File: config.mk
export PLATFORM = sky130hd
export DESIGN_NAME = dhcp6rol_walker
export DESIGN_NICKNAME = d
export VERILOG_FILES = /design/src/rtl/core/dhcp6_relay_option_locator_macros.svh /design/src/rtl/core/dhcp6rol_pkg.sv /design/src/rtl/core/dhcp6rol_walker.sv
export SDC_FILE = /design/constraint.sdc
export NUM_CORES = 1
export LEC_CHECK = 0
export BUFFER_PORTS_ARGS = -buffer_cell sky130_fd_sc_hd__buf_2
export CORE_AREA = 2 2 159 161
export CTS_CLUSTER_SIZE = 10
export DETAILED_ROUTE_END_ITERATION = 10
export DIE_AREA = 0 0 161 163
export PLACE_DENSITY = 0.74
export SYNTH_ARGS = -nofsm -noshare
export SYNTH_HDL_FRONTEND = slang
export SYNTH_SLANG_ARGS = --single-unit
export TNS_END_PERCENT = 100
File: constraint.sdc
create_clock -name clk -period 11.2 [get_ports clk]
set_clock_uncertainty 0.05 [all_clocks]
set_input_delay 1.68 -clock clk [delete_from_list [all_inputs] [get_ports clk]]
set_output_delay 1.68 -clock clk [all_outputs]
set_load 0.02 [all_outputs]
File: src/rtl/core/dhcp6_relay_option_locator_macros.svh
// assertion macros for the dhcpv6 relay option locator
// used by the top level only; needs nothing else
`ifndef DHCP6_RELAY_OPTION_LOCATOR_MACROS_SVH
`define DHCP6_RELAY_OPTION_LOCATOR_MACROS_SVH

// same-cycle implication, disabled while in reset
`define DHCP6ROL_ASSERT_IMPLY(label, clk, rst_n, lhs, rhs) \
    label: assert property (@(posedge clk) disable iff (!rst_n) (lhs) |-> (rhs)) \
        else $error("dhcp6rol assertion failed");

// next-cycle implication, disabled while in reset
`define DHCP6ROL_ASSERT_NEXT(label, clk, rst_n, lhs, rhs) \
    label: assert property (@(posedge clk) disable iff (!rst_n) (lhs) |=> (rhs)) \
        else $error("dhcp6rol assertion failed");

`endif

File: src/rtl/core/dhcp6rol_pkg.sv
// shared types and constants of the dhcpv6 relay option locator
// no dependencies
`timescale 1ns / 1ps

package dhcp6rol_pkg;

    localparam int BUF_BYTES_DEF = 2048;
    localparam int MAX_RELAY_DEF = 32;

    localparam int CMD_W    = 2;
    localparam int LEVEL_W  = 7;
    localparam int CODE_W   = 16;
    localparam int OFFSET_W = 11;
    localparam int DEPTH_W  = 6;
    localparam int LEN_W    = 17;

    localparam int MSG_HDR_BYTES   = 4;
    localparam int RELAY_HDR_BYTES = 34;
    localparam int OPT_HDR_BYTES   = 4;

    localparam logic [7:0]  TYPE_RELAY_FORW = 8'd12;
    localparam logic [7:0]  TYPE_RELAY_REPL = 8'd13;
    localparam logic [15:0] CODE_RELAY_MSG  = 16'd9;

    typedef enum logic [CMD_W-1:0] {
        CMD_LOAD  = 2'd0,
        CMD_DEPTH = 2'd1,
        CMD_MSG   = 2'd2,
        CMD_FIND  = 2'd3
    } cmd_t;

    typedef struct packed {
        cmd_t                 cmd;
        logic [LEVEL_W-1:0]   level;
        logic [CODE_W-1:0]    code;
        logic                 any;
        logic                 has_after;
        logic [OFFSET_W-1:0]  after;
    } query_t;

    typedef struct packed {
        logic                 found;
        logic [DEPTH_W-1:0]   depth;
        logic [OFFSET_W-1:0]  offset;
        logic [CODE_W-1:0]    code;
        logic [15:0]          length;
    } result_t;

endpackage

File: src/rtl/core/dhcp6rol_walker.sv
// option chain walker: depth pass, then header or option pass over the store
// depends on dhcp6rol_pkg
`timescale 1ns / 1ps

module dhcp6rol_walker #(
    parameter int BUF_BYTES = 2048,
    parameter int MAX_RELAY = 32
) (
    input  logic                         clk,
    input  logic                         rst_n,
    input  logic                         start,
    input  dhcp6rol_pkg::query_t         query,
    input  logic [$clog2(BUF_BYTES):0]   packet_length,
    output logic [$clog2(BUF_BYTES)-1:0] rd_addr,
    input  logic [7:0]                   rd_data,
    input  logic                         out_free,
    output logic                         idle,
    output logic                         res_valid,
    output dhcp6rol_pkg::result_t        result
);

    localparam int AW = $clog2(BUF_BYTES);
    localparam int PW = AW + 1;
    localparam int LW = dhcp6rol_pkg::LEN_W;
    localparam int DW = dhcp6rol_pkg::DEPTH_W;

    typedef enum logic [6:0] {
        S_IDLE     = 7'b0000001,
        S_TYPE_RD  = 7'b0000010,
        S_TYPE_CHK = 7'b0000100,
        S_SCAN     = 7'b0001000,
        S_HDR      = 7'b0010000,
        S_HDR_CHK  = 7'b0100000,
        S_DONE     = 7'b1000000
    } state_t;

    state_t                state_reg, state_next;
    logic                  pass_cmd_reg, pass_cmd_next;
    logic                  mode_find_reg, mode_find_next;
    dhcp6rol_pkg::query_t  q_reg, q_next;
    logic [PW-1:0]         msg_reg, msg_next;
    logic [LW-1:0]         len_reg, len_next;
    logic [DW-1:0]         depth_reg, depth_next;
    logic [PW-1:0]         opt_reg, opt_next;
    logic [LW-1:0]         rem_reg, rem_next;
    logic [PW-1:0]         opt0_reg, opt0_next;
    logic [LW-1:0]         rem0_reg, rem0_next;
    logic [2:0]            cnt_reg, cnt_next;
    logic [31:0]           hdr_reg, hdr_next;
    logic [7:0]            type_reg, type_next;
    logic [DW-1:0]         rdepth_reg, rdepth_next;
    dhcp6rol_pkg::result_t res_reg, res_next;

    logic [LW-1:0] plen_ext;
    logic          is_relay;
    logic          lvl_def;
    logic [DW-1:0] lvl;
    logic          depth_ge;
    logic [15:0]   hdr_code;
    logic [15:0]   hdr_len;
    logic [LW-1:0] size;
    logic          fits;
    logic [PW-1:0] hdr_addr;
    logic [PW-1:0] area_hdr;

    assign plen_ext = LW'(packet_length);
    assign is_relay = (rd_data == dhcp6rol_pkg::TYPE_RELAY_FORW)
                   || (rd_data == dhcp6rol_pkg::TYPE_RELAY_REPL);
    assign lvl_def  = ~q_reg.level[dhcp6rol_pkg::LEVEL_W-1];
    assign lvl      = q_reg.level[DW-1:0];
    assign depth_ge = depth_reg >= lvl;
    assign hdr_code = hdr_reg[31:16];
    assign hdr_len  = hdr_reg[15:0];
    assign size     = LW'(hdr_len) + LW'(dhcp6rol_pkg::OPT_HDR_BYTES);
    assign fits     = rem_reg >= size;
    assign hdr_addr = opt_reg + PW'(cnt_reg);
    assign area_hdr = is_relay ? PW'(dhcp6rol_pkg::RELAY_HDR_BYTES)
                               : PW'(dhcp6rol_pkg::MSG_HDR_BYTES);

    always_comb
    begin
        rd_addr = msg_reg[AW-1:0];
        if (state_reg == S_HDR)
        begin
            rd_addr = hdr_addr[AW-1:0];
        end
    end

    always_comb
    begin
        logic f_fail;
        logic f_dep_end;
        logic f_msg_end;
        logic f_nf;
        logic [7:0] cur_type;

        state_next     = state_reg;
        pass_cmd_next  = pass_cmd_reg;
        mode_find_next = mode_find_reg;
        q_next         = q_reg;
        msg_next       = msg_reg;
        len_next       = len_reg;
        depth_next     = depth_reg;
        opt_next       = opt_reg;
        rem_next       = rem_reg;
        opt0_next      = opt0_reg;
        rem0_next      = rem0_reg;
        cnt_next       = cnt_reg;
        hdr_next       = hdr_reg;
        type_next      = type_reg;
        rdepth_next    = rdepth_reg;
        res_next       = res_reg;
        res_valid      = 1'b0;
        f_fail         = 1'b0;
        f_dep_end      = 1'b0;
        f_msg_end      = 1'b0;
        f_nf           = 1'b0;
        cur_type       = (state_reg == S_TYPE_CHK) ? rd_data : type_reg;

        case (state_reg)
            S_IDLE:
            begin
                if (start)
                begin
                    q_next        = query;
                    msg_next      = '0;
                    len_next      = plen_ext;
                    depth_next    = '0;
                    pass_cmd_next = 1'b0;
                    state_next    = S_TYPE_RD;
                end
            end
            S_TYPE_RD:
            begin
                state_next = S_TYPE_CHK;
            end
            S_TYPE_CHK:
            begin
                type_next = rd_data;
                if (!pass_cmd_reg || q_reg.cmd == dhcp6rol_pkg::CMD_MSG)
                begin
                    if (depth_reg == DW'(MAX_RELAY)
                        || len_reg < LW'(dhcp6rol_pkg::RELAY_HDR_BYTES) || !is_relay
                        || (pass_cmd_reg && lvl_def && depth_ge))
                    begin
                        f_dep_end = !pass_cmd_reg;
                        f_msg_end = pass_cmd_reg;
                    end
                    else
                    begin
                        opt_next       = msg_reg + PW'(dhcp6rol_pkg::RELAY_HDR_BYTES);
                        rem_next       = len_reg - LW'(dhcp6rol_pkg::RELAY_HDR_BYTES);
                        mode_find_next = 1'b0;
                        state_next     = S_SCAN;
                    end
                end
                else
                begin
                    if (depth_reg > DW'(MAX_RELAY)
                        || len_reg < LW'(dhcp6rol_pkg::MSG_HDR_BYTES)
                        || (is_relay && len_reg < LW'(dhcp6rol_pkg::RELAY_HDR_BYTES)))
                    begin
                        f_nf = 1'b1;
                    end
                    else
                    begin
                        opt_next   = msg_reg + area_hdr;
                        rem_next   = len_reg - LW'(area_hdr);
                        opt0_next  = msg_reg + area_hdr;
                        rem0_next  = len_reg - LW'(area_hdr);
                        state_next = S_SCAN;
                        if (is_relay && !(lvl_def && depth_ge))
                        begin
                            mode_find_next = 1'b0;
                        end
                        else if (lvl_def && depth_reg != lvl)
                        begin
                            f_nf = 1'b1;
                        end
                        else
                        begin
                            mode_find_next = 1'b1;
                        end
                    end
                end
            end
            S_SCAN:
            begin
                if (rem_reg < LW'(dhcp6rol_pkg::OPT_HDR_BYTES))
                begin
                    f_fail = !mode_find_reg;
                    f_nf   = mode_find_reg;
                end
                else
                begin
                    cnt_next   = '0;
                    state_next = S_HDR;
                end
            end
            S_HDR:
            begin
                if (cnt_reg != 3'd0)
                begin
                    hdr_next = {hdr_reg[23:0], rd_data};
                end
                cnt_next = cnt_reg + 3'd1;
                if (cnt_reg == 3'd4)
                begin
                    state_next = S_HDR_CHK;
                end
            end
            S_HDR_CHK:
            begin
                if (!fits)
                begin
                    f_fail = !mode_find_reg;
                    f_nf   = mode_find_reg;
                end
                else if (!mode_find_reg && hdr_code == dhcp6rol_pkg::CODE_RELAY_MSG)
                begin
                    // step into the relayed message
                    len_next   = LW'(hdr_len);
                    msg_next   = opt_reg + PW'(dhcp6rol_pkg::OPT_HDR_BYTES);
                    depth_next = depth_reg + DW'(1);
                    state_next = S_TYPE_RD;
                    if (pass_cmd_reg && q_reg.cmd == dhcp6rol_pkg::CMD_MSG
                        && hdr_len < 16'(dhcp6rol_pkg::MSG_HDR_BYTES))
                    begin
                        f_nf = 1'b1;
                    end
                end
                else if (mode_find_reg
                         && (!q_reg.has_after || LW'(opt_reg) > LW'(q_reg.after))
                         && (q_reg.any || hdr_code == q_reg.code))
                begin
                    res_next.found  = 1'b1;
                    res_next.offset = dhcp6rol_pkg::OFFSET_W'(opt_reg);
                    res_next.code   = hdr_code;
                    res_next.length = hdr_len;
                    state_next      = S_DONE;
                end
                else
                begin
                    rem_next   = rem_reg - size;
                    opt_next   = opt_reg + PW'(size);
                    state_next = S_SCAN;
                end
            end
            S_DONE:
            begin
                if (out_free)
                begin
                    res_valid  = 1'b1;
                    state_next = S_IDLE;
                end
            end
            default:
            begin
                state_next = S_IDLE;
            end
        endcase

        if (f_fail)
        begin
            if (!pass_cmd_reg)
            begin
                f_dep_end = 1'b1;
            end
            else if (q_reg.cmd == dhcp6rol_pkg::CMD_MSG)
            begin
                f_msg_end = 1'b1;
            end
            else if (lvl_def)
            begin
                f_nf = 1'b1;
            end
            else
            begin
                // innermost relay lacks a relay message: use its own options
                opt_next       = opt0_reg;
                rem_next       = rem0_reg;
                mode_find_next = 1'b1;
                state_next     = S_SCAN;
            end
        end

        if (f_dep_end)
        begin
            rdepth_next = depth_reg;
            if (q_reg.cmd == dhcp6rol_pkg::CMD_DEPTH)
            begin
                res_next.found  = 1'b1;
                res_next.offset = '0;
                res_next.code   = '0;
                res_next.length = '0;
                state_next      = S_DONE;
            end
            else
            begin
                pass_cmd_next = 1'b1;
                msg_next      = '0;
                len_next      = plen_ext;
                depth_next    = '0;
                state_next    = S_TYPE_RD;
                if (q_reg.cmd == dhcp6rol_pkg::CMD_MSG
                    && plen_ext < LW'(dhcp6rol_pkg::MSG_HDR_BYTES))
                begin
                    f_nf = 1'b1;
                end
            end
        end

        if (f_msg_end)
        begin
            if (lvl_def && depth_reg < lvl)
            begin
                f_nf = 1'b1;
            end
            else
            begin
                res_next.found  = 1'b1;
                res_next.offset = dhcp6rol_pkg::OFFSET_W'(msg_reg);
                res_next.code   = 16'(cur_type);
                res_next.length = len_reg[15:0];
                state_next      = S_DONE;
            end
        end

        if (f_nf)
        begin
            res_next.found  = 1'b0;
            res_next.offset = '0;
            res_next.code   = '0;
            res_next.length = '0;
            state_next      = S_DONE;
        end

        res_next.depth = rdepth_next;
    end

    always_ff @(posedge clk or negedge rst_n)
    begin
        if (!rst_n)
        begin
            state_reg <= S_IDLE;
        end
        else
        begin
            state_reg <= state_next;
        end
    end

    always_ff @(posedge clk)
    begin
        pass_cmd_reg  <= pass_cmd_next;
        mode_find_reg <= mode_find_next;
        q_reg         <= q_next;
        msg_reg       <= msg_next;
        len_reg       <= len_next;
        depth_reg     <= depth_next;
        opt_reg       <= opt_next;
        rem_reg       <= rem_next;
        opt0_reg      <= opt0_next;
        rem0_reg      <= rem0_next;
        cnt_reg       <= cnt_next;
        hdr_reg       <= hdr_next;
        type_reg      <= type_next;
        rdepth_reg    <= rdepth_next;
        res_reg       <= res_next;
    end

    assign idle   = (state_reg == S_IDLE);
    assign result = res_reg;

endmodule

### Yosys cells after proc, flatten, opt, wreduce, memory -nomap -nowiden

Cells that the tools add are included.

| operators by class | value |
|---|---|
| muxes and demuxes | 129 |
| eq/ne operators | 17 |
| bitwise logic cells | 3 |
| $lt $le $gt $ge | 10 |
| add/sub/neg operators | 11 |
| reductions and logical operators | 33 |

Operator list:

| cell | number |
|---|---|
| 2-to-1 mux 43 bit | 8 |
| 2-to-1 mux 17 bit | 15 |
| 2-to-1 mux 12 bit | 15 |
| 2-to-1 mux 7 bit | 19 |
| case mux 17 bit (2 select lines) | 2 |
| 2-to-1 mux 1 bit | 54 |
| case mux 7 bit (7 select lines) | 1 |
| case mux 12 bit (2 select lines) | 2 |
| 2-to-1 mux 6 bit | 6 |
| less-than comparator 17 x 3 -> 1 bit (second input constant) | 2 |
| adder 16 x 3 -> 17 bit (second input constant) | 1 |
| >= comparator 17 bit | 1 |
| less-than comparator 17 x 6 -> 1 bit (second input constant) | 1 |
| subtractor 17 bit | 1 |
| subtractor 17 x 6 -> 17 bit | 1 |
| subtractor 17 x 6 -> 17 bit (second input constant) | 1 |
| equality test 16 bit | 1 |
| equality test 16 x 4 -> 1 bit (second input constant) | 1 |
| equality test 8 x 4 -> 1 bit (second input constant) | 2 |
| less-than comparator 16 x 3 -> 1 bit (second input constant) | 1 |
| logical AND 1 bit | 13 |
| adder 12 bit | 1 |
| adder 12 x 3 -> 12 bit (second input constant) | 1 |
| adder 12 x 6 -> 12 bit | 1 |
| other kinds (36) | 52 |

| storage, ports and cells | value |
|---|---|
| logic and storage cells | 227 |
| register bits after elaboration | 233 |
| input port bits | 62 |

### Logic depth before layout (Yosys ltp)

| logic depth | value |
|---|---|
| word-level depth | 18 |
| gate-level depth with buffers | 19 |
| mapped depth without buffers | 17 |

### Worst setup path after synthesis

No wires, ideal clock.

| path | value |
|---|---|
| kind | input port to flip-flop |
| start | input rd_data[7] |
| end | register rem_reg[15] |
| cell stages on the path | 15 |
| setup slack | 6535 ps |
| arrival | 4541 ps |
| data required time | 11076 ps |
| buffers on the path | 0 |
| library setup time | 74 ps |
| cells stage by stage | and4bb_2 nand2_1 inv_1 ha_1 inv_1 fa_1 o31a_1 nor4b_2 nand2_1 nor3_1 xor2_1 mux2i_1 o21bai_1 a22oi_1 a31oi_1 |

| on the way | value |
|---|---|
| cells in the longest elaborated chain, start to end | 12 |

Ends and longest elaborated chain:

| what | line | text |
|---|---|---|
| from (decl) | dhcp6rol_walker.sv:15 | `input logic [7:0] rd_data,` |
| equality test 8 x 4 -> 1 bit, on equally long branches | dhcp6rol_walker.sv:67, dhcp6rol_walker.sv:68 |  |
| logical OR 1 bit * | dhcp6rol_walker.sv:68 | `\|\| (rd_data == dhcp6rol_pkg::TYPE_RELAY_REPL);` |
| branches (longest 4 deep; another with subtractor 17 x 6 -> 17 bit) | n/a |  |
| 2-to-1 mux 17 bit * | dhcp6rol_walker.sv:140 | `if (!pass_cmd_reg \|\| q_reg.cmd == dhcp6rol_pkg::CMD_MSG)` |
| case mux 17 bit (2 select lines) * | dhcp6rol_walker.sv:120 | `case (state_reg)` |
| 2-to-1 mux 17 bit | dhcp6rol_walker.sv:273 | `else if (lvl_def)` |
| 2-to-1 mux 17 bit | dhcp6rol_walker.sv:269 | `else if (q_reg.cmd == dhcp6rol_pkg::CMD_MSG)` |
| 2-to-1 mux 17 bit | dhcp6rol_walker.sv:265 | `if (!pass_cmd_reg)` |
| 2-to-1 mux 17 bit * | dhcp6rol_walker.sv:263 | `if (f_fail)` |
| named net rem_next[15] | dhcp6rol_walker.sv:45 | `logic [LW-1:0] rem_reg, rem_next;` |
| to (signal assigned) | dhcp6rol_walker.sv:362 | `rem_reg <= rem_next;` |
| to (decl) | dhcp6rol_walker.sv:45 |  |

Mark *: on every way through the listed nets, which the timed path passes.
A chain may end at the register's enable or synchronous reset.

### Worst setup path after layout

| path | value |
|---|---|
| start | register hdr_reg[5] |
| end | register rem_reg[5] |

| on the way | value |
|---|---|
| cells in the longest elaborated chain, start to end | 10 |

Ends and longest elaborated chain:

| what | line | text |
|---|---|---|
| from (decl) | dhcp6rol_walker.sv:49 | `logic [31:0] hdr_reg, hdr_next;` |
| from (signal assigned) | dhcp6rol_walker.sv:366 | `hdr_reg <= hdr_next;` |
| adder 16 x 3 -> 17 bit * | dhcp6rol_walker.sv:74 | `assign size = LW'(hdr_len) + LW'(dhcp6rol_pkg::OPT_HDR_BYTES);` |
| subtractor 17 bit | dhcp6rol_walker.sv:244 | `rem_next = rem_reg - size;` |
| 2-to-1 mux 17 bit | dhcp6rol_walker.sv:232 | `else if (mode_find_reg` |
| 2-to-1 mux 17 bit | dhcp6rol_walker.sv:219 | `else if (!mode_find_reg && hdr_code == dhcp6rol_pkg::CODE_RELAY_MSG)` |
| 2-to-1 mux 17 bit | dhcp6rol_walker.sv:214 | `if (!fits)` |
| case mux 17 bit (2 select lines) | dhcp6rol_walker.sv:120 |  |
| 2-to-1 mux 17 bit | dhcp6rol_walker.sv:273 |  |
| 2-to-1 mux 17 bit | dhcp6rol_walker.sv:269 |  |
| 2-to-1 mux 17 bit | dhcp6rol_walker.sv:265 |  |
| 2-to-1 mux 17 bit * | dhcp6rol_walker.sv:263 |  |
| named net rem_next[5] | dhcp6rol_walker.sv:45 |  |

The timed path passes the listed nets; every way through them passes the cells marked *.

==> results.cfg <==
[critical_path]
arrival_ns = 5.56
worstPathRequired_ns = 11.55
cpMostUsedCell = and3_1
critPathLaunchType = register
crit_family = simple AND/OR/NAND/NOR gates
cp_cell_sequence = and3_1 -> and3_1 -> and3_1 -> nand2_1 -> nor3_1 -> nand2_1 -> xor2_1 -> ha_1 -> nand3_1 -> and2_1 -> o21ai_1 -> nor2_1 -> a31oi_4 -> nor4b_4 -> nor2_2 -> a221oi_1 -> a21oi_1
crit_path_max_incr_delay_ns = 0.89
crit_type = register to register
cp_max_fo = 20
endpoint_kind = register
cp_slowest_cell = nor4b_4
path_buf_inv = 0

[finish]
final_common_cell = nor2_1
mostFrequentLayoutCells = nor2_1 (152), buf_2 (124), dfxtp_1 (118), edfxtp_1 (108), nand2_1 (103)
largest_reg_flops = 50
final_layout_size_suffix_gt1_share_pct = 17.4
areaGrowthSynthToFinish_pct = 12.6
insertedDiodeCount = 0
nNetsFinal = 1604
final_util_pct = 60.9

[routing]
drt_first_pass_iters = 6
vias = 11400
drt_iter0_drc = 1067
finalWirelength_mm = 38.2
antenna_left = 0
drc = 0
routedWlPerCell_microns = 20.9
viasPerCell = 6.23

[global_route]
grt_pass1_wl_mm = 60.3
grt_overflow_total = 0
track_usage_pct = 29.0
grt_max_degree = 61
antenna_found_initial = 0
grt_pass1_vias = 11000

[sta]
final_max_slew_viol_count = 0
min_period_ns = 5.21
whs_ns = 0.404
relSlewSlack_pct = 24.3
hold_viol_final = 0
tightest_slew_ns = 1.13
rsz0062_at_grt = no
setup_tns_ns = 0
post-route-period-util_pct = 46.5
setup_viol = 0
achievable-frequency_ghz = 0.192
setup_ws_ns = 5.99

[die]
die_w_microns = 161
die_h_microns = 163
rows = 58
boundaryPins = 125
fp.coreArea_sq_um = 24700
dieArea_sq_um = 26200
start_util_pct = 54.1

[power]
power.leakage_nw = 6.14
p_clk_share_pct = 26.3
design_power_total_mw = 3.22
combPwrFrac_pct = 33.9
pwr_density_cell_nw_per_um2 = 214
p_switching_mw = 1.22
p_seq_share_pct = 39.8
swShare_pct = 37.9
ir_worst_vdd_mv = 0.141
p_int_mw = 2.00

[worst_hold_path]
hold_path.class = register to register

[logic_synthesis]
synth_top_family_by_area = compound AO/OA/AOI/OAI gates
syn-num-nets = 1516
ys_seq_elements = 233
syn_avg_cell_area_sq_um = 9.63
ys_seq_area_share_pct = 43.3
netlist_area_sq_um = 13400
ys.flop_type = dfxtp_1
yosys.area_share.xor_xnor_pct = 7.09
synth_area_leaders = edfxtp_1 (24%), dfxtp_1 (18%), ha_1 (5.9%), xnor2_1 (4.6%), nor2_1 (4.3%)
synth-compound-area-share_pct = 17.5
ys_warn_count = 0
synth_fa_ha_area_share_pct = 6.65
synth_top_area_cell = edfxtp_1
muxShareOfSynthArea_pct = 4.17
netlist.area_leader.share_pct = 24.3
netlist_instances = 1386
synthSimpleGateAreaFrac_pct = 16.8
synth_edf_count = 108
ys_types = 89
synthArstFlopShare_pct = 3.00

[clocking]
htree_levels = 1
cts_sinks = 233
insertion_delay_ns = 0.57
cts_tree = done
postCtsSetupBuffers = 0
clk_pin_slew_ns = 0.06
cts_resized = 0
cts_root_buf = clkbuf_16
numCtsBuffers = 28
cts_hold_buf = 0
clock_path_buffers = 3

[run_status]
outcome = finished clean

[place]
dp_slack_ns = 5.89
dp_hpwl_mm = 27.0
gp_congestion = 1.00
io_buffers = 124

[job]
drv_cap = 0
per-stage QoR:
stage | instance area [sq um] | cells
finish | 15000 | 1826
global route | 15000 | 1826
CTS | 15000 | 1826
detailed placement | 14200 | 1774
global placement | 14200 | 1774
floorplan | 13400 | 1386
power by group through the flow:
stage	registers, mW	clock network (mW)	logic [mW]
2_1_floorplan	1.15	0	0.898
3_3_place_gp	1.28	0	1.04
3_5_place_dp	1.29	0	1.06
4_1_cts	1.27	0.855	1.08
5_1_grt	1.29	0.887	1.21
6_report	1.28	0.845	1.09
layer usage:
layer	vias to the layer above	GRT usage [%]	part of all wire (%)
li1	5246	-	-
met1	5398	37.9	40
met2	601	48.2	46
met3	124	4.38	8.8
met4	0	12.5	4.7
met5	-	0	0
layout make-up:
cell class	instances	area (sq um)
Fill cell	2075	9640
Multi-Input combinational cell	1012	7020
Tap cell	330	413
Sequential cell	233	5780
Inverter	59	221
Clock buffer	49	810
Timing Repair Buffer	140	741
Clock inverter	3	40.0
Yosys cell counts, types with 15 or more instances:
cell and count:
a21oi_1 70, a22oi_1 70, a31oi_1 16, and3_1 15
buf_2 27, clkbuf_1 48, dfxtp_1 118, edfxtp_1 108
ha_1 63, inv_1 59, mux2_2 37, nand2_1 103
nand3_1 40, nor2_1 154, nor3_1 29, o21ai_0 60
xnor2_1 70, xor2_1 38
worst register-to-register path: stages, from the launching register on:
cell and delay (ns):
edfxtp_1 0.50, and3_1 0.23, and3_1 0.20, and3_1 0.20, nand2_1 0.06, nor3_1 0.21, nand2_1 0.10, xor2_1 0.15
ha_1 0.35, nand3_1 0.10, and2_1 0.16, o21ai_1 0.40, nor2_1 0.16, a31oi_4 0.34, nor4b_4 0.89, nor2_2 0.44
a221oi_1 0.40, a21oi_1 0.10
cells by family after synthesis:
family | count (synthesis)
flops | 233
simple gates | 450
buf+inv | 141
compound gates | 335
xor+xnor | 108
mux | 51
fa+ha+maj | 68
worst paths after layout:
| check | to | startpoint | depth (start not counted) | slack [ns] |
|---|---|---|---|---|
| setup / recovery | rem_reg[5] | hdr_reg[5] | 17 | 5.99 |
| hold / removal | type_reg[0] | type_reg[0] | 2 | 0.40 |
| setup reg to reg | rem_reg[5] | hdr_reg[5] | 17 | 5.99 |
| hold reg to reg | type_reg[0] | type_reg[0] | 2 | 0.40 |
| max in group asynchronous | state_reg[0] | rst_n | 1 | 9.99 |
| min in group asynchronous | state_reg[5] | rst_n | 1 | 0.88 |
Note: power is estimated with default switching activity, not from simulation.
